File: src/cal_pkg.sv
// Shared types, action codes and calendar helper functions for the calendar clock.
package cal_pkg;

    // Action codes carried in the action field
    localparam logic [1:0] ACT_TICK = 2'd0;
    localparam logic [1:0] ACT_SET  = 2'd1;
    localparam logic [1:0] ACT_READ = 2'd2;
    localparam logic [1:0] ACT_PAST = 2'd3;

    // Divisors served by the shared divider
    localparam logic [6:0] DIV_CENT = 7'd100;
    localparam logic [6:0] DIV_WEEK = 7'd7;

    // Reciprocals for the shared divider: quotient is (x * R) >> 24 against 100,
    // exact below 2^17, and (x * R) >> 16 against 7, exact below 13107
    localparam logic [17:0] RECIP_CENT = 18'd167773;
    localparam logic [17:0] RECIP_WEEK = 18'd9363;

    // Reset values of the time counters
    localparam logic [7:0]  RST_SEC   = 8'd0;
    localparam logic [7:0]  RST_MIN   = 8'd0;
    localparam logic [7:0]  RST_HOUR  = 8'd8;
    localparam logic [7:0]  RST_DAY   = 8'd11;
    localparam logic [7:0]  RST_MONTH = 8'd9;
    localparam logic [15:0] RST_YEAR  = 16'd2017;
    localparam logic [2:0]  RST_WDAY  = 3'd1;

    // Bias on the weekday sum: a multiple of 7 above twice the largest century,
    // less one for the day term, so the sum never goes negative
    localparam logic [12:0] WD_BIAS = 13'd1322;

    // Input beat
    typedef struct packed {
        logic [1:0]  action;
        logic [15:0] set_year;
        logic [7:0]  set_month;
        logic [7:0]  set_day;
        logic [7:0]  set_hour;
        logic [7:0]  set_minute;
        logic [7:0]  set_second;
        logic [15:0] days_back;
    } cal_in_t;

    // Result beat
    typedef struct packed {
        logic [15:0] year;
        logic [7:0]  month;
        logic [7:0]  day;
        logic [7:0]  hour;
        logic [7:0]  minute;
        logic [7:0]  second;
        logic [2:0]  weekday;
        logic [7:0]  past_month;
        logic [7:0]  past_day;
    } cal_out_t;

    // Request into the shared divider
    typedef struct packed {
        logic        start;
        logic [6:0]  divisor;
        logic [16:0] dividend;
    } cal_div_req_t;

    // Response from the shared divider
    typedef struct packed {
        logic        done;
        logic [16:0] quot;
        logic [6:0]  rem;
    } cal_div_rsp_t;

    // Gregorian leap rule from y / 100 and y % 100 and the low bits of y
    function automatic logic is_leap(logic [1:0] ylo, logic [16:0] q, logic [6:0] r);
        if (r == 7'd0) begin
            return (q[1:0] == 2'b00);
        end
        return (ylo == 2'b00);
    endfunction

    // Days in a month; anything outside the short months counts 31
    function automatic logic [7:0] month_len(logic [7:0] m, logic leap);
        logic [7:0] len;
        case (m)
            8'd2:                         len = leap ? 8'd29 : 8'd28;
            8'd4, 8'd6, 8'd9, 8'd11:      len = 8'd30;
            default:                      len = 8'd31;
        endcase
        return len;
    endfunction

    // (26 * (m + 1)) / 10 by reciprocal multiply, exact for the whole range
    function automatic logic [9:0] month_term(logic [7:0] m);
        logic [12:0] x;
        logic [29:0] p;
        x = 13'({5'd0, m} + 13'd1) * 13'd26;
        p = 30'(x) * 30'd52429;
        return p[28:19];
    endfunction

endpackage

File: src/cal_cdiv.sv
// Shared divider by 100 or 7 through reciprocal multiplication.
module cal_cdiv (
    input  logic                  aclk,
    input  logic                  aresetn,
    input  cal_pkg::cal_div_req_t req,
    output cal_pkg::cal_div_rsp_t rsp
);

    logic        quo_step_reg;
    logic        rem_step_reg;
    logic        done_reg;
    logic [6:0]  div_reg;
    logic [16:0] dd_reg;
    logic [16:0] quo_reg;
    logic [6:0]  rem_reg;

    logic [17:0] recip;
    logic [34:0] prod;
    logic [16:0] quot;
    logic [13:0] back;
    logic [6:0]  rem_lo;

    // Quotient from the reciprocal; the remainder fits seven bits, so low bits suffice
    always_comb begin
        recip  = (div_reg == cal_pkg::DIV_WEEK) ? cal_pkg::RECIP_WEEK : cal_pkg::RECIP_CENT;
        prod   = {18'd0, dd_reg} * {17'd0, recip};
        quot   = (div_reg == cal_pkg::DIV_WEEK) ? prod[32:16] : {6'd0, prod[34:24]};
        back   = quo_reg[6:0] * div_reg;
        rem_lo = dd_reg[6:0] - back[6:0];
    end

    // Load, then quotient, then remainder with done
    always_ff @(posedge aclk) begin
        if (!aresetn) begin
            quo_step_reg <= 1'b0;
            rem_step_reg <= 1'b0;
            done_reg     <= 1'b0;
        end else begin
            quo_step_reg <= req.start;
            rem_step_reg <= quo_step_reg;
            done_reg     <= rem_step_reg;
            if (req.start) begin
                div_reg <= req.divisor;
                dd_reg  <= req.dividend;
            end
            if (quo_step_reg) begin
                quo_reg <= quot;
            end
            if (rem_step_reg) begin
                rem_reg <= rem_lo;
            end
        end
    end

    assign rsp.done = done_reg;
    assign rsp.quot = quo_reg;
    assign rsp.rem  = rem_reg;

endmodule

File: src/calendar_clock.sv
// Calendar clock: time counters, tick carries, set, read and past-date query.
// Read or plain tick goes straight to the result; set waits on two passes of the shared
// reciprocal divider, and a tick with an hour carry waits on three.
// Past-date query: steps back a month at a time, plus one divider pass per February.
// One item at a time: the next beat can be taken in the same cycle as the result is offered.
// Synchronous active-low reset loads 2017-09-11 08:00:00, Monday; no clearing pass.
module calendar_clock (
    input  logic              aclk,
    input  logic              aresetn,
    input  logic              s_valid,
    output logic              s_ready,
    input  cal_pkg::cal_in_t  s_data,
    output logic              m_valid,
    input  logic              m_ready,
    output cal_pkg::cal_out_t m_data
);

    typedef enum logic [3:0] {
        ST_IDLE,
        ST_TICK_WAIT,
        ST_WD_START,
        ST_WD_WAIT1,
        ST_WD_WAIT2,
        ST_PAST,
        ST_PAST_WAIT,
        ST_DONE
    } state_t;

    state_t state_reg;

    logic [7:0]  sec_reg, min_reg, hour_reg, day_reg, month_reg;
    logic [15:0] year_reg;
    logic [2:0]  wday_reg;

    logic [1:0]  act_reg;
    logic [7:0]  pm_reg, pd_reg;
    logic [15:0] py_reg, n_reg;
    logic [9:0]  mterm_reg;

    cal_pkg::cal_div_req_t div_req_reg;
    cal_pkg::cal_div_rsp_t div_rsp;
    cal_pkg::cal_out_t     out_reg;
    logic                  m_valid_reg;

    cal_cdiv u_div (
        .aclk    (aclk),
        .aresetn (aresetn),
        .req     (div_req_reg),
        .rsp     (div_rsp)
    );

    // Tick carry helpers
    logic [7:0] sec_inc, min_inc, hour_inc, day_inc, month_inc;
    logic [7:0] tick_len;
    logic       div_leap;
    logic [1:0] leap_ylo;

    // Weekday helpers
    logic        wd_adj;
    logic [16:0] wd_year;
    logic [7:0]  wd_month;
    logic [9:0]  cent;
    logic [12:0] wd_sum;

    // Past-date helpers
    logic [7:0]  pd_dec, past_step;
    logic [7:0]  pm_dec;
    logic [15:0] py_dec;

    always_comb begin
        sec_inc   = sec_reg + 8'd1;
        min_inc   = min_reg + 8'd1;
        hour_inc  = hour_reg + 8'd1;
        day_inc   = day_reg + 8'd1;
        month_inc = month_reg + 8'd1;

        leap_ylo = (state_reg == ST_PAST_WAIT) ? py_reg[1:0] : year_reg[1:0];
        div_leap = cal_pkg::is_leap(leap_ylo, div_rsp.quot, div_rsp.rem);
        tick_len = cal_pkg::month_len(month_reg, div_leap);

        // January and February count as months 13 and 14 of the year before
        wd_adj   = (month_reg == 8'd1) || (month_reg == 8'd2);
        wd_year  = {1'b0, year_reg} + (wd_adj ? 17'd399 : 17'd400);
        wd_month = wd_adj ? (month_reg + 8'd12) : month_reg;

        // Weekday sum from century, year of century, month term and day, kept non-negative
        cent   = div_rsp.quot[9:0];
        wd_sum = cal_pkg::WD_BIAS + {6'd0, div_rsp.rem} + {8'd0, div_rsp.rem[6:2]}
               + {5'd0, cent[9:2]} + {3'd0, mterm_reg} + {5'd0, day_reg}
               - {2'd0, cent, 1'b0};

        // Past query: skip down to day 1, or by the days left, in one step, then cross a month
        pd_dec    = pd_reg - 8'd1;
        past_step = ({8'd0, pd_dec} < n_reg) ? pd_dec : n_reg[7:0];
        pm_dec    = (pm_reg > 8'd1) ? (pm_reg - 8'd1) : 8'd12;
        py_dec    = (pm_reg > 8'd1) ? py_reg : (py_reg - 16'd1);
    end

    // Sequencer, counters and output register
    always_ff @(posedge aclk) begin
        if (!aresetn) begin
            state_reg         <= ST_IDLE;
            sec_reg           <= cal_pkg::RST_SEC;
            min_reg           <= cal_pkg::RST_MIN;
            hour_reg          <= cal_pkg::RST_HOUR;
            day_reg           <= cal_pkg::RST_DAY;
            month_reg         <= cal_pkg::RST_MONTH;
            year_reg          <= cal_pkg::RST_YEAR;
            wday_reg          <= cal_pkg::RST_WDAY;
            div_req_reg.start <= 1'b0;
            m_valid_reg       <= 1'b0;
        end else begin
            div_req_reg.start <= 1'b0;
            if (m_valid_reg && m_ready) begin
                m_valid_reg <= 1'b0;
            end
            case (state_reg)
                ST_IDLE: begin
                    if (s_valid) begin
                        act_reg <= s_data.action;
                        case (s_data.action)
                            cal_pkg::ACT_TICK: begin
                                if (sec_inc < 8'd60) begin
                                    sec_reg   <= sec_inc;
                                    state_reg <= ST_DONE;
                                end else if (min_inc < 8'd60) begin
                                    sec_reg   <= 8'd0;
                                    min_reg   <= min_inc;
                                    state_reg <= ST_DONE;
                                end else if (hour_inc < 8'd24) begin
                                    sec_reg   <= 8'd0;
                                    min_reg   <= 8'd0;
                                    hour_reg  <= hour_inc;
                                    state_reg <= ST_DONE;
                                end else begin
                                    // Day rollover: need the leap rule for this year
                                    sec_reg              <= 8'd0;
                                    min_reg              <= 8'd0;
                                    hour_reg             <= 8'd0;
                                    day_reg              <= day_inc;
                                    div_req_reg.start    <= 1'b1;
                                    div_req_reg.divisor  <= cal_pkg::DIV_CENT;
                                    div_req_reg.dividend <= {1'b0, year_reg};
                                    state_reg            <= ST_TICK_WAIT;
                                end
                            end
                            cal_pkg::ACT_SET: begin
                                year_reg  <= s_data.set_year;
                                month_reg <= s_data.set_month;
                                day_reg   <= s_data.set_day;
                                hour_reg  <= s_data.set_hour;
                                min_reg   <= s_data.set_minute;
                                sec_reg   <= s_data.set_second;
                                state_reg <= ST_WD_START;
                            end
                            cal_pkg::ACT_PAST: begin
                                pm_reg    <= month_reg;
                                pd_reg    <= day_reg;
                                py_reg    <= year_reg;
                                n_reg     <= s_data.days_back;
                                state_reg <= ST_PAST;
                            end
                            default: begin
                                state_reg <= ST_DONE;
                            end
                        endcase
                    end
                end
                ST_TICK_WAIT: begin
                    if (div_rsp.done) begin
                        if (day_reg > tick_len) begin
                            day_reg <= 8'd1;
                            if (month_inc > 8'd12) begin
                                month_reg <= 8'd1;
                                year_reg  <= year_reg + 16'd1;
                            end else begin
                                month_reg <= month_inc;
                            end
                        end
                        state_reg <= ST_WD_START;
                    end
                end
                ST_WD_START: begin
                    // Split the adjusted year into century and year of century
                    mterm_reg            <= cal_pkg::month_term(wd_month);
                    div_req_reg.start    <= 1'b1;
                    div_req_reg.divisor  <= cal_pkg::DIV_CENT;
                    div_req_reg.dividend <= wd_year;
                    state_reg            <= ST_WD_WAIT1;
                end
                ST_WD_WAIT1: begin
                    if (div_rsp.done) begin
                        div_req_reg.start    <= 1'b1;
                        div_req_reg.divisor  <= cal_pkg::DIV_WEEK;
                        div_req_reg.dividend <= {4'd0, wd_sum};
                        state_reg            <= ST_WD_WAIT2;
                    end
                end
                ST_WD_WAIT2: begin
                    if (div_rsp.done) begin
                        wday_reg  <= (div_rsp.rem == 7'd0) ? 3'd7 : div_rsp.rem[2:0];
                        state_reg <= ST_DONE;
                    end
                end
                ST_PAST: begin
                    if (n_reg == 16'd0) begin
                        state_reg <= ST_DONE;
                    end else if (pd_reg > 8'd1) begin
                        pd_reg <= pd_reg - past_step;
                        n_reg  <= n_reg - {8'd0, past_step};
                    end else begin
                        pm_reg <= pm_dec;
                        py_reg <= py_dec;
                        n_reg  <= n_reg - 16'd1;
                        if (pm_dec == 8'd2) begin
                            // February: length waits on the leap rule
                            div_req_reg.start    <= 1'b1;
                            div_req_reg.divisor  <= cal_pkg::DIV_CENT;
                            div_req_reg.dividend <= {1'b0, py_dec};
                            state_reg            <= ST_PAST_WAIT;
                        end else begin
                            pd_reg <= cal_pkg::month_len(pm_dec, 1'b0);
                        end
                    end
                end
                ST_PAST_WAIT: begin
                    if (div_rsp.done) begin
                        pd_reg    <= div_leap ? 8'd29 : 8'd28;
                        state_reg <= ST_PAST;
                    end
                end
                ST_DONE: begin
                    if (!m_valid_reg || m_ready) begin
                        out_reg.year    <= year_reg;
                        out_reg.month   <= month_reg;
                        out_reg.day     <= day_reg;
                        out_reg.hour    <= hour_reg;
                        out_reg.minute  <= min_reg;
                        out_reg.second  <= sec_reg;
                        out_reg.weekday <= wday_reg;
                        if (act_reg == cal_pkg::ACT_PAST) begin
                            out_reg.past_month <= pm_reg;
                            out_reg.past_day   <= pd_reg;
                        end else begin
                            out_reg.past_month <= 8'd0;
                            out_reg.past_day   <= 8'd0;
                        end
                        m_valid_reg <= 1'b1;
                        state_reg   <= ST_IDLE;
                    end
                end
                default: begin
                    state_reg <= ST_IDLE;
                end
            endcase
        end
    end

    assign s_ready = (state_reg == ST_IDLE);
    assign m_valid = m_valid_reg;
    assign m_data  = out_reg;

endmodule
File: config.mk
export PLATFORM = sky130hd
export DESIGN_NAME = calendar_clock
export DESIGN_NICKNAME = d
export VERILOG_FILES = /design/src/cal_pkg.sv /design/src/cal_cdiv.sv /design/src/calendar_clock.sv
export SDC_FILE = /design/constraint.sdc
export NUM_CORES = 1
export LEC_CHECK = 0
export CORE_MARGIN = 2
export CORE_UTILIZATION = 35
export CTS_BUF_LIST = sky130_fd_sc_hd__clkbuf_2 sky130_fd_sc_hd__clkbuf_4 sky130_fd_sc_hd__clkbuf_8
export CTS_CLUSTER_DIAMETER = 120
export CTS_CLUSTER_SIZE = 28
export DETAILED_ROUTE_END_ITERATION = 16
export DONT_BUFFER_PORTS = 1
export PLACE_DENSITY = 0.46
export SYNTH_ARGS = -nofsm -noshare
export SYNTH_HDL_FRONTEND = slang
export SYNTH_SLANG_ARGS = --single-unit
File: constraint.sdc
create_clock -name aclk -period 13.3 [get_ports aclk]
set_input_delay 1.995 -clock aclk [delete_from_list [all_inputs] [get_ports aclk]]
set_output_delay 1.995 -clock aclk [all_outputs]
set_load 0.02 [all_outputs]
==> results.md, run 1 <==
| Parameter | This run |
|---|---|
| Result of the run | finished, final reports clean |
| Count of final max-slew check failures | 0 |
| Number of clock sinks | 259 |
| H-tree depth | 1 |
| Required arrival time at the worst endpoint | 13.65 ns |
| Most used flip-flop cell after synthesis | sky130_fd_sc_hd__edfxtp_1 |
| Total CTS buffers | 13 |
| Area delta synth->final | 5.45% |
| Vias in the first global route | 19276 |
| Reg-to-Reg End | mterm_reg[9] |
| Die boundary width | 274 microns |
| Post-synthesis instance area | 0.0255 sq mm |
| DRC violation count after routing | 0 |
| Tot GR Track Use | 0.190 |
| Layout cells sized above 1 | 0.0308 |
| Critical Path Max Stage Delay | 0.58 ns |
| Global-route wire length before repair | 112000 microns |
| Nets | 3247 |
| Number of flip-flops under the largest register name | 75 |
| Area occupied by multi-input gates | 0.0166 sq mm |
| Max Clock Skew | 0.0665 ns |
| Path type of the worst setup path | register to register |
| Setup violations, final | 0 |
| Max Fanout on Critical Path | 11 |
| Hold path endpoint | u_div.dd_reg[14] |
| Clock-pin slew of the registers on the worst-case setup and hold paths | 0.18 ns |
| Post-DR wirelength/cell | 19.8 microns |
| HP Class | register to register |
| Depth of the most critical reg-to-reg path | 36 |
| Drt pass-1 iters | 5 |
| Number of warnings reported in the yosys synthesis log | 0 |
| Beginning of the critical path | month_reg[0] |
| Most numerous cell on the critical path | sky130_fd_sc_hd__inv_1 |
| Hold buffers post-CTS | 0 |
| Die Outline Area | 0.0752 sq mm |
| Number of buffers inserted by post-CTS setup repair | 0 |
| Final count of hold timing violations | 0 |
| Maximum number of buffers from clock root to sink | 3 |
| Root buf cell | sky130_fd_sc_hd__clkbuf_8 |
| Boundary pin count | 155 |
| Initial core utilization | 0.352 |
| Post-CTS resize count | 0 |
| Die H | 274 microns |
| Clock tree from TritonCTS | yes |
| Setup repair after global routing missed its margin | false |
| Time the final worst path needs with I/O delays and setup | 9.63 ns |
| Crit path max-delay cell type | sky130_fd_sc_hd__fa_1 |
| Reg2Reg Launch Point | month_reg[0] |
| Synth Area per Inst | 9.74 sq um |
| Summed negative setup slack over all endpoints | 0 ns |
| Number of cell rows | 99 |
| Avg Vias per Cell | 5.15 |
| Sequential fraction of the synthesis area | 0.278 |
| Number of distinct standard cells referenced by the synthesized netlist | 84 |
| Iteration-0 DRC count of the detailed router | 995 |
| Worst rel slew slack | 0.273 |
| Number of instances on the worst hold path | 0 |
| Area used by sequential logic in the layout | 0.00711 sq mm |
| Final Routed Wirelength | 70600 microns |
| Max-cap violation count | 0 |
| Instance count of the mapped netlist | 2622 |
| Worst hold slack | 0.435 ns |
| Global-route congestion overflow total | 0 |
| Crit. End Element | register |
| Internal reg-to-reg setup slack | 3.67 ns |
| Hold path startpoint | div_req_reg[14] |
| Placer's final routability congestion estimate | 0.867 |
| Port buffer count | 0 |
| Post-synth EDFFs | 192 |
| Maximum number of pins on one net before global-route repair | 76 |
| Insertion delay of the later-clocked pin in the worst-skew pair | 0.63 ns |
| Period Utilization, post-route | 0.724 |
| Std-Cell Core Area | 0.0726 sq mm |
| Kind of start point of the critical path | register |
| Antenna violations before repair | 6 |
| Remaining antenna violation count | 0 |
| Asr flop ratio synth | 0 |
| Seq cells post-synth | 259 |
| Arrival time of data at the critical path endpoint | 9.98 ns |
| Maximum clock rate | 0.104 GHz |
| DP Wirelength | 57200 microns |
| Tightest Pin Transition | 1.08 ns |
| Total number of vias | 18337 |
| Number of fillers in the final layout | 7428 |
## worst max path at each step
stage,to,slack [ns],cells after the start
floorplan,mterm_reg[9],4.60,36
global placement,mterm_reg[9],3.76,36
detailed placement,mterm_reg[9],3.68,36
CTS,mterm_reg[9],3.65,36
global route,mterm_reg[9],2.85,36
finish,mterm_reg[9],3.67,36
## metrics by stage
stage / area, sq um / setup slack [ns] / cells / util
finish: 26900 / 3.67 / 3562 / 0.371
global route: 26900 / 2.85 / 3561 / 0.371
CTS: 26900 / 3.65 / 3558 / 0.371
detailed placement: 26600 / 3.68 / 3536 / 0.367
global placement: 26600 / 3.76 / 3536 / 0.367
floorplan: 25600 / 4.60 / 2636 / -
## worst max-delay path, delay by kind of cell, from the launching register on
family | cells | cell delay (ns)
fa+ha+maj | 10 | 4.15
flops | 1 | 0.57
compound gates | 10 | 1.97
simple gates | 6 | 1.35
buf+inv | 7 | 0.75
xor+xnor | 3 | 0.64
## layer usage
| metal | global-route usage | vias to the layer above | share of wire |
|---|---|---|---|
| met4 | 0.0505 | 0 | 0.024 |
| li1 | - | 8830 | - |
| met3 | 0.0286 | 70 | 0.043 |
| met1 | 0.246 | 9103 | 0.44 |
| met5 | 0 | - | 0 |
| met2 | 0.330 | 334 | 0.49 |
## cells in the mapped netlist, drive strengths merged (35+ instances only)
cell | instances | area share
xor2 | 50 | 0.017
fa | 233 | 0.18
nor3 | 52 | 0.010
a21oi | 117 | 0.023
clkbuf | 66 | 0.0097
xnor2 | 78 | 0.027
and3 | 35 | 0.0086
nor2 | 140 | 0.021
nand2 | 210 | 0.031
o21ai | 130 | 0.025
and2 | 39 | 0.0096
inv | 437 | 0.064
dfxtp | 67 | 0.053
nand3 | 53 | 0.010
ha | 344 | 0.17
edfxtp | 192 | 0.23
## cells in the final DEF (no fill, tap or decap), drive strengths merged, types with 14 or more instances in the layout
cell type	n
a211oi	24
a21o	26
a21oi	117
a31oi	15
and2	39
and3	35
buf	17
clkbuf	19
conb	16
dfxtp	67
edfxtp	192
fa	233
ha	344
inv	438
mux2i	20
nand2	210
nand2b	23
nand3	53
nor2	140
nor2b	21
nor3	52
nor4	18
o211ai	22
o21ai	130
o31ai	18
or2	14
xnor2	78
xor2	50
## cell type report
type                    count  share of cell area
diodes                      4            0.000372
well taps                 959              0.0445
flip-flops and latches    259               0.264
repair buffers             17             0.00474
multi-input cells        1863               0.615
clock inverters             3             0.00214
clock buffers              19             0.00831
inverters                 438              0.0610
## cells by family after synthesis
| logic type | after synthesis | share of synthesized area |
|---|---|---|
| and+or+nand+nor | 660 | 0.127 |
| adders and majority gates | 577 | 0.351 |
| buffers and inverters | 514 | 0.0764 |
| AOI/OAI and AO/OA | 461 | 0.115 |
| DFF | 259 | 0.278 |
| xor gates and xnor gates | 128 | 0.0439 |
| muxes | 21 | 0.00828 |
| other | 2 | 0.000294 |
Power of run 1 is not shown: default switching activity piles up to over one toggle a cycle in this logic, so the estimate is an artifact.
==> run 2: changes to the inputs <==
- clock period: 13.3 -> 9.9 ns (I/O delays scaled with it)
==> results.md, run 2 (same netlist as run 1, synthesis figures left out) <==
| Parameter | This run | vs previous |
|---|---|---|
| Result of the run | finished, final reports clean |  |
| Antenna violations before repair | 5 | -1 |
| Internal reg-to-reg setup slack | 0.80 ns | -2.86 ns |
| Global-route congestion overflow total | 0 | unchanged |
| Setup violations, final | 0 | unchanged |
| Worst rel slew slack | 0.250 | -0.0236 |
| Final count of hold timing violations | 0 | unchanged |
| Required arrival time at the worst endpoint | 10.26 ns | -3.39 ns |
| H-tree depth | 1 | unchanged |
| Number of fillers in the final layout | 7435 | +0.094% |
| Reg-to-Reg End | mterm_reg[9] |  |
| HP Class | register to register |  |
| Time the final worst path needs with I/O delays and setup | 9.10 ns | -0.535 ns |
| Die Outline Area | 0.0752 sq mm | unchanged |
| Remaining antenna violation count | 0 | unchanged |
| Port buffer count | 0 | unchanged |
| Max Fanout on Critical Path | 9 | -2 |
| Boundary pin count | 155 | unchanged |
| Period Utilization, post-route | 0.919 | +0.195 |
| Total number of vias | 18317 | -0.11% |
| Most common cell after layout, fill and taps aside | sky130_fd_sc_hd__inv_1 |  |
| Setup repair after global routing missed its margin | false |  |
| Die boundary width | 274 microns | unchanged |
| Arrival time of data at the critical path endpoint | 9.45 ns | -0.53 ns |
| Area delta synth->final | 5.57% |  |
| Avg Vias per Cell | 5.14 | -0.25% |
| Layout cells sized above 1 | 0.0331 | +0.00228 |
| Std-Cell Core Area | 0.0726 sq mm | unchanged |
| Hold path startpoint | div_req_reg[16] |  |
| Clock tree from TritonCTS | yes |  |
| Number of flip-flops under the largest register name | 75 | unchanged |
| Reg2Reg Launch Point | month_reg[1] |  |
| Crit path max-delay cell type | sky130_fd_sc_hd__fa_1 |  |
| Number of cell rows | 99 | unchanged |
| Depth of the most critical reg-to-reg path | 33 | -8.3% |
| Iteration-0 DRC count of the detailed router | 1062 | +6.7% |
| Post-CTS resize count | 0 | unchanged |
| Post-placement setup slack | 0.502 ns | -3.18 ns |
| Summed negative setup slack over all endpoints | 0 ns | unchanged |
| Count of buffer and inverter cells on the critical path | 7 | unchanged |
| Total CTS buffers | 13 | unchanged |
| Number of clock sinks | 259 | unchanged |
| Maximum number of pins on one net before global-route repair | 75 | -1.3% |
| Nets | 3249 | +0.062% |
| Tot GR Track Use | 0.190 | about the same |
| Number of instances on the worst hold path | 0 | unchanged |
| Critical Path Max Stage Delay | 0.54 ns | -0.04 ns |
| Placer's final routability congestion estimate | 0.866 | -0.14% |
| Path type of the worst setup path | register to register |  |
| Die H | 274 microns | unchanged |
| Root buf cell | sky130_fd_sc_hd__clkbuf_8 |  |
| Hold buffers post-CTS | 0 | unchanged |
| Maximum clock rate | 0.110 GHz | +5.9% |
| DRC violation count after routing | 0 | unchanged |
| Count of final max-slew check failures | 0 | unchanged |
| Post-DR wirelength/cell | 19.8 microns | about the same |
| Vias in the first global route | 19198 | -0.40% |
| Insertion delay of the later-clocked pin in the worst-skew pair | 0.61 ns | -0.02 ns |
| Drt pass-1 iters | 6 | +1 |
| Number of buffers inserted by post-CTS setup repair | 0 | unchanged |
| Crit. End Element | register |  |
| Most numerous cell on the critical path | sky130_fd_sc_hd__inv_1 |  |
| Critical path's top delay family | adder cells |  |
| Maximum number of buffers from clock root to sink | 3 | unchanged |
| Clock-pin slew of the registers on the worst-case setup and hold paths | 0.18 ns | about the same |
| Tightest Pin Transition | 1.12 ns | +0.0352 ns |
| Hold path endpoint | u_div.dd_reg[16] |  |
| Kind of start point of the critical path | register |  |
| Most frequent cells in the layout | sky130_fd_sc_hd__inv_1 (435), sky130_fd_sc_hd__ha_1 (344), sky130_fd_sc_hd__fa_1 (233), sky130_fd_sc_hd__nand2_1 (208), sky130_fd_sc_hd__edfxtp_1 (192) |  |
| Initial core utilization | 0.352 | unchanged |
| Max Clock Skew | 0.0471 ns | -0.0194 ns |
| DP Wirelength | 57600 microns | +0.60% |
| Max-cap violation count | 0 | unchanged |
| Final worst setup slack | 0.804 ns | -2.86 ns |
| Global-route wire length before repair | 111000 microns | -0.49% |
| Final Routed Wirelength | 70700 microns | +0.22% |
==> run 2: cell count changes in the layout (fill, tap and decap cells not counted), moves of 2 or more <==
cell and delta:
sky130_fd_sc_hd__buf_4 +2, sky130_fd_sc_hd__dfxtp_2 +3, sky130_fd_sc_hd__diode_2 +3, sky130_fd_sc_hd__dfxtp_1 -3
==> run 2: worst max path at each step <==
stage,startpoint,cells past startpoint,slack [ns],to
final,month_reg[1],33,0.80,mterm_reg[9]
after global routing,month_reg[1],36,0.08,mterm_reg[9]
after CTS,month_reg[1],36,0.46,mterm_reg[9]
after detailed placement,month_reg[0],36,0.50,mterm_reg[9]
after global placement,month_reg[0],36,0.67,mterm_reg[9]
after floorplan,month_reg[0],36,1.20,mterm_reg[9]
==> run 2: cell type report <==
type / count / area, sq um / share of cell area
clock inverter: 3 / 57.6 / 0.00213
inverter: 438 / 1640 / 0.0610
timing repair buffer: 19 / 143 / 0.00529
antenna: 7 / 17.5 / 0.000650
clock buffer: 19 / 224 / 0.00830
multi-input combinational: 1863 / 16600 / 0.615
sequential: 259 / 7110 / 0.264
tap: 959 / 1200 / 0.0445
==> run 2: worst reg2reg max path: cells and delay by family, from the launching register on <==
kind	cells	cell delay, ns
adders and majority gates	10	3.84
AOI/OAI and AO/OA	9	2.21
and+or+nand+nor	5	1.28
buffers and inverters	7	0.69
DFF	1	0.45
xor gates and xnor gates	2	0.42
==> run 2: stage by stage <==
| step | hold WS (ns) | util | std cells | instance area [sq um] |
|---|---|---|---|---|
| finish | 0.436 | 0.372 | 3567 | 27000 |
| global route | 0.451 | 0.371 | 3563 | 27000 |
| CTS | 0.444 | 0.371 | 3560 | 26900 |
| detailed placement | 0.405 | 0.367 | 3538 | 26700 |
| global placement | 0.404 | 0.367 | 3538 | 26700 |
| floorplan | 0.400 | - | 2636 | 25600 |
==> run 2: per-layer routing <==
| layer | track usage | up-vias | wire length (microns) |
|---|---|---|---|
| met4 | 0.0582 | 0 | 2170 |
| met2 | 0.325 | 341 | 34200 |
| met3 | 0.0318 | 83 | 3440 |
| met5 | 0 | - | 0 |
| li1 | - | 8834 | - |
| met1 | 0.245 | 9059 | 31000 |
Power of run 2 is left out for the same reason.
==> run 3: changes to the inputs <==
- CTS_CLUSTER_DIAMETER: 120 -> 50
- MAX_ROUTING_LAYER: unset -> met4
==> results.md, run 3 (same netlist as run 1, synthesis figures left out) <==
| Parameter | This run | vs previous |
|---|---|---|
| Initial core utilization | 0.352 | unchanged |
| Die boundary width | 274 microns | unchanged |
| Number of cell rows | 99 | unchanged |
| Summed negative setup slack over all endpoints | 0 ns | unchanged |
| HP Class | register to register |  |
| Number of buffers inserted by post-CTS setup repair | 0 | unchanged |
| Time the final worst path needs with I/O delays and setup | 9.07 ns | -0.0278 ns |
| Most common cell after layout, fill and taps aside | sky130_fd_sc_hd__inv_1 |  |
| Drt pass-1 iters | 5 | -1 |
| Tightest Pin Transition | 1.13 ns | +0.0105 ns |
| Die H | 274 microns | unchanged |
| Worst rel slew slack | 0.243 | -0.00704 |
| Maximum clock rate | 0.110 GHz | +0.31% |
| Required arrival time at the worst endpoint | 10.30 ns | +0.04 ns |
| Clock-pin slew of the registers on the worst-case setup and hold paths | 0.10 ns | -0.08 ns |
| Insertion delay of the later-clocked pin in the worst-skew pair | 0.69 ns | +0.08 ns |
| Most frequent cells in the layout | sky130_fd_sc_hd__inv_1 (435), sky130_fd_sc_hd__ha_1 (344), sky130_fd_sc_hd__fa_1 (233), sky130_fd_sc_hd__nand2_1 (208), sky130_fd_sc_hd__edfxtp_1 (192) |  |
| Std-Cell Core Area | 0.0726 sq mm | unchanged |
| Hold buffers post-CTS | 0 | unchanged |
| Area used by sequential logic in the layout | 0.00711 sq mm | unchanged |
| Number of clock sinks | 259 | unchanged |
| Antenna violations before repair | 6 | +1 |
| Arrival time of data at the critical path endpoint | 9.47 ns | +0.02 ns |
| Max Fanout on Critical Path | 9 | unchanged |
| DRC violation count after routing | 0 | unchanged |
| Critical Path Max Stage Delay | 0.55 ns | about the same |
| Setup repair after global routing missed its margin | false |  |
| Clock tree from TritonCTS | yes |  |
| Die Outline Area | 0.0752 sq mm | unchanged |
| DP Wirelength | 57800 microns | +0.40% |
| Result of the run | finished, final reports clean |  |
| Count of final max-slew check failures | 0 | unchanged |
| Total CTS buffers | 30 | +17 |
| Root buf cell | sky130_fd_sc_hd__clkbuf_8 |  |
| Depth of the most critical reg-to-reg path | 36 | +9.1% |
| Crit path max-delay cell type | sky130_fd_sc_hd__fa_1 |  |
| Path type of the worst setup path | register to register |  |
| Area occupied by multi-input gates | 0.0166 sq mm | unchanged |
| Final Routed Wirelength | 71300 microns | +0.82% |
| Vias in the first global route | 19462 | +1.4% |
| Area delta synth->final | 7.19% |  |
| Number of instances on the worst hold path | 0 | unchanged |
| Number of fillers in the final layout | 7428 | -0.094% |
| Global-route wire length before repair | 113000 microns | +1.4% |
| Tot GR Track Use | 0.199 | +0.00853 |
| H-tree depth | 1 | unchanged |
| Post-DR wirelength/cell | 19.8 microns | -0.13% |
| Total number of vias | 18567 | +1.4% |
| Avg Vias per Cell | 5.16 | +0.41% |
| Post-CTS resize count | 0 | unchanged |
| Final count of hold timing violations | 0 | unchanged |
| Port buffer count | 0 | unchanged |
| Global-route congestion overflow total | 0 | unchanged |
| Period Utilization, post-route | 0.916 | -0.00281 |
| Iteration-0 DRC count of the detailed router | 962 | -9.4% |
| Maximum number of pins on one net before global-route repair | 76 | +1.3% |
| Setup violations, final | 0 | unchanged |
| Nets | 3267 | +0.55% |
| Placer's final routability congestion estimate | 0.887 | +2.5% |
| Max Clock Skew | 0.0412 ns | -0.00586 ns |
| Kind of start point of the critical path | register |  |
| Layout cells sized above 1 | 0.0455 | +0.0125 |
| Boundary pin count | 155 | unchanged |
| Most numerous cell on the critical path | sky130_fd_sc_hd__inv_1 |  |
| Crit. End Element | register |  |
| Maximum number of buffers from clock root to sink | 3 | unchanged |
| Max-cap violation count | 0 | unchanged |
| Number of flip-flops under the largest register name | 75 | unchanged |
| Remaining antenna violation count | 0 | unchanged |
-- run 3: cell types whose count changed in the layout (fill, tap and decap cells not counted), sizes merged --
cell      previous run  this run
clkinvlp             1         4
clkbuf              19        32
clkinv               1         9
buf                 19        20
inv                438       449
diode                7         6
bufinv               1         0
-- run 3: cell type report --
| cell class | count | area share |
|---|---|---|
| flip-flops and latches | 259 | 0.260 |
| repair buffers | 20 | 0.00548 |
| multi-input cells | 1863 | 0.605 |
| well taps | 959 | 0.0438 |
| inverters | 438 | 0.0600 |
| diodes | 6 | 0.000548 |
| clock buffers | 32 | 0.0159 |
| clock inverters | 24 | 0.00928 |
-- run 3: worst max-delay path: cells and delay by family (launching register included) --
kind / cells / cell delay (ns)
adders and majority gates: 10 / 3.98
and+or+nand+nor: 8 / 1.68
AOI/OAI and AO/OA: 8 / 1.58
xor gates and xnor gates: 3 / 0.60
buffers and inverters: 7 / 0.53
DFF: 1 / 0.43
-- run 3: metal layers --
layer  track usage  up-vias  wire length, microns
met3        0.0352       98                  3910
met2         0.331      403                 34400
met4        0.0561        0                  2100
met5             -        -                     0
li1              -     8907                     -
met1         0.247     9159                 30900
-- run 3: path summary, 6_finish.rpt --
kind / endpoint / start / slack [ns]
worst min-delay path: u_div.dd_reg[7] / div_req_reg[7] / 0.41
worst max-delay path: mterm_reg[9] / month_reg[1] / 0.83
worst max register to register: mterm_reg[9] / month_reg[1] / 0.83
worst min register to register: u_div.dd_reg[7] / div_req_reg[7] / 0.41
-- run 3: metrics by stage --
| stage | setup slack (ns) | utilization | area (sq um) | hold WS (ns) | instances |
|---|---|---|---|---|---|
| floorplan | 1.20 | - | 25600 | 0.400 | 2636 |
| global placement | 0.655 | 0.367 | 26700 | 0.404 | 3539 |
| detailed placement | 0.471 | 0.367 | 26700 | 0.405 | 3539 |
| CTS | 0.419 | 0.377 | 27400 | 0.405 | 3595 |
| global route | 0.0361 | 0.377 | 27400 | 0.420 | 3601 |
| finish | 0.831 | 0.377 | 27400 | 0.411 | 3601 |
Power of run 3 is left out for the same reason.
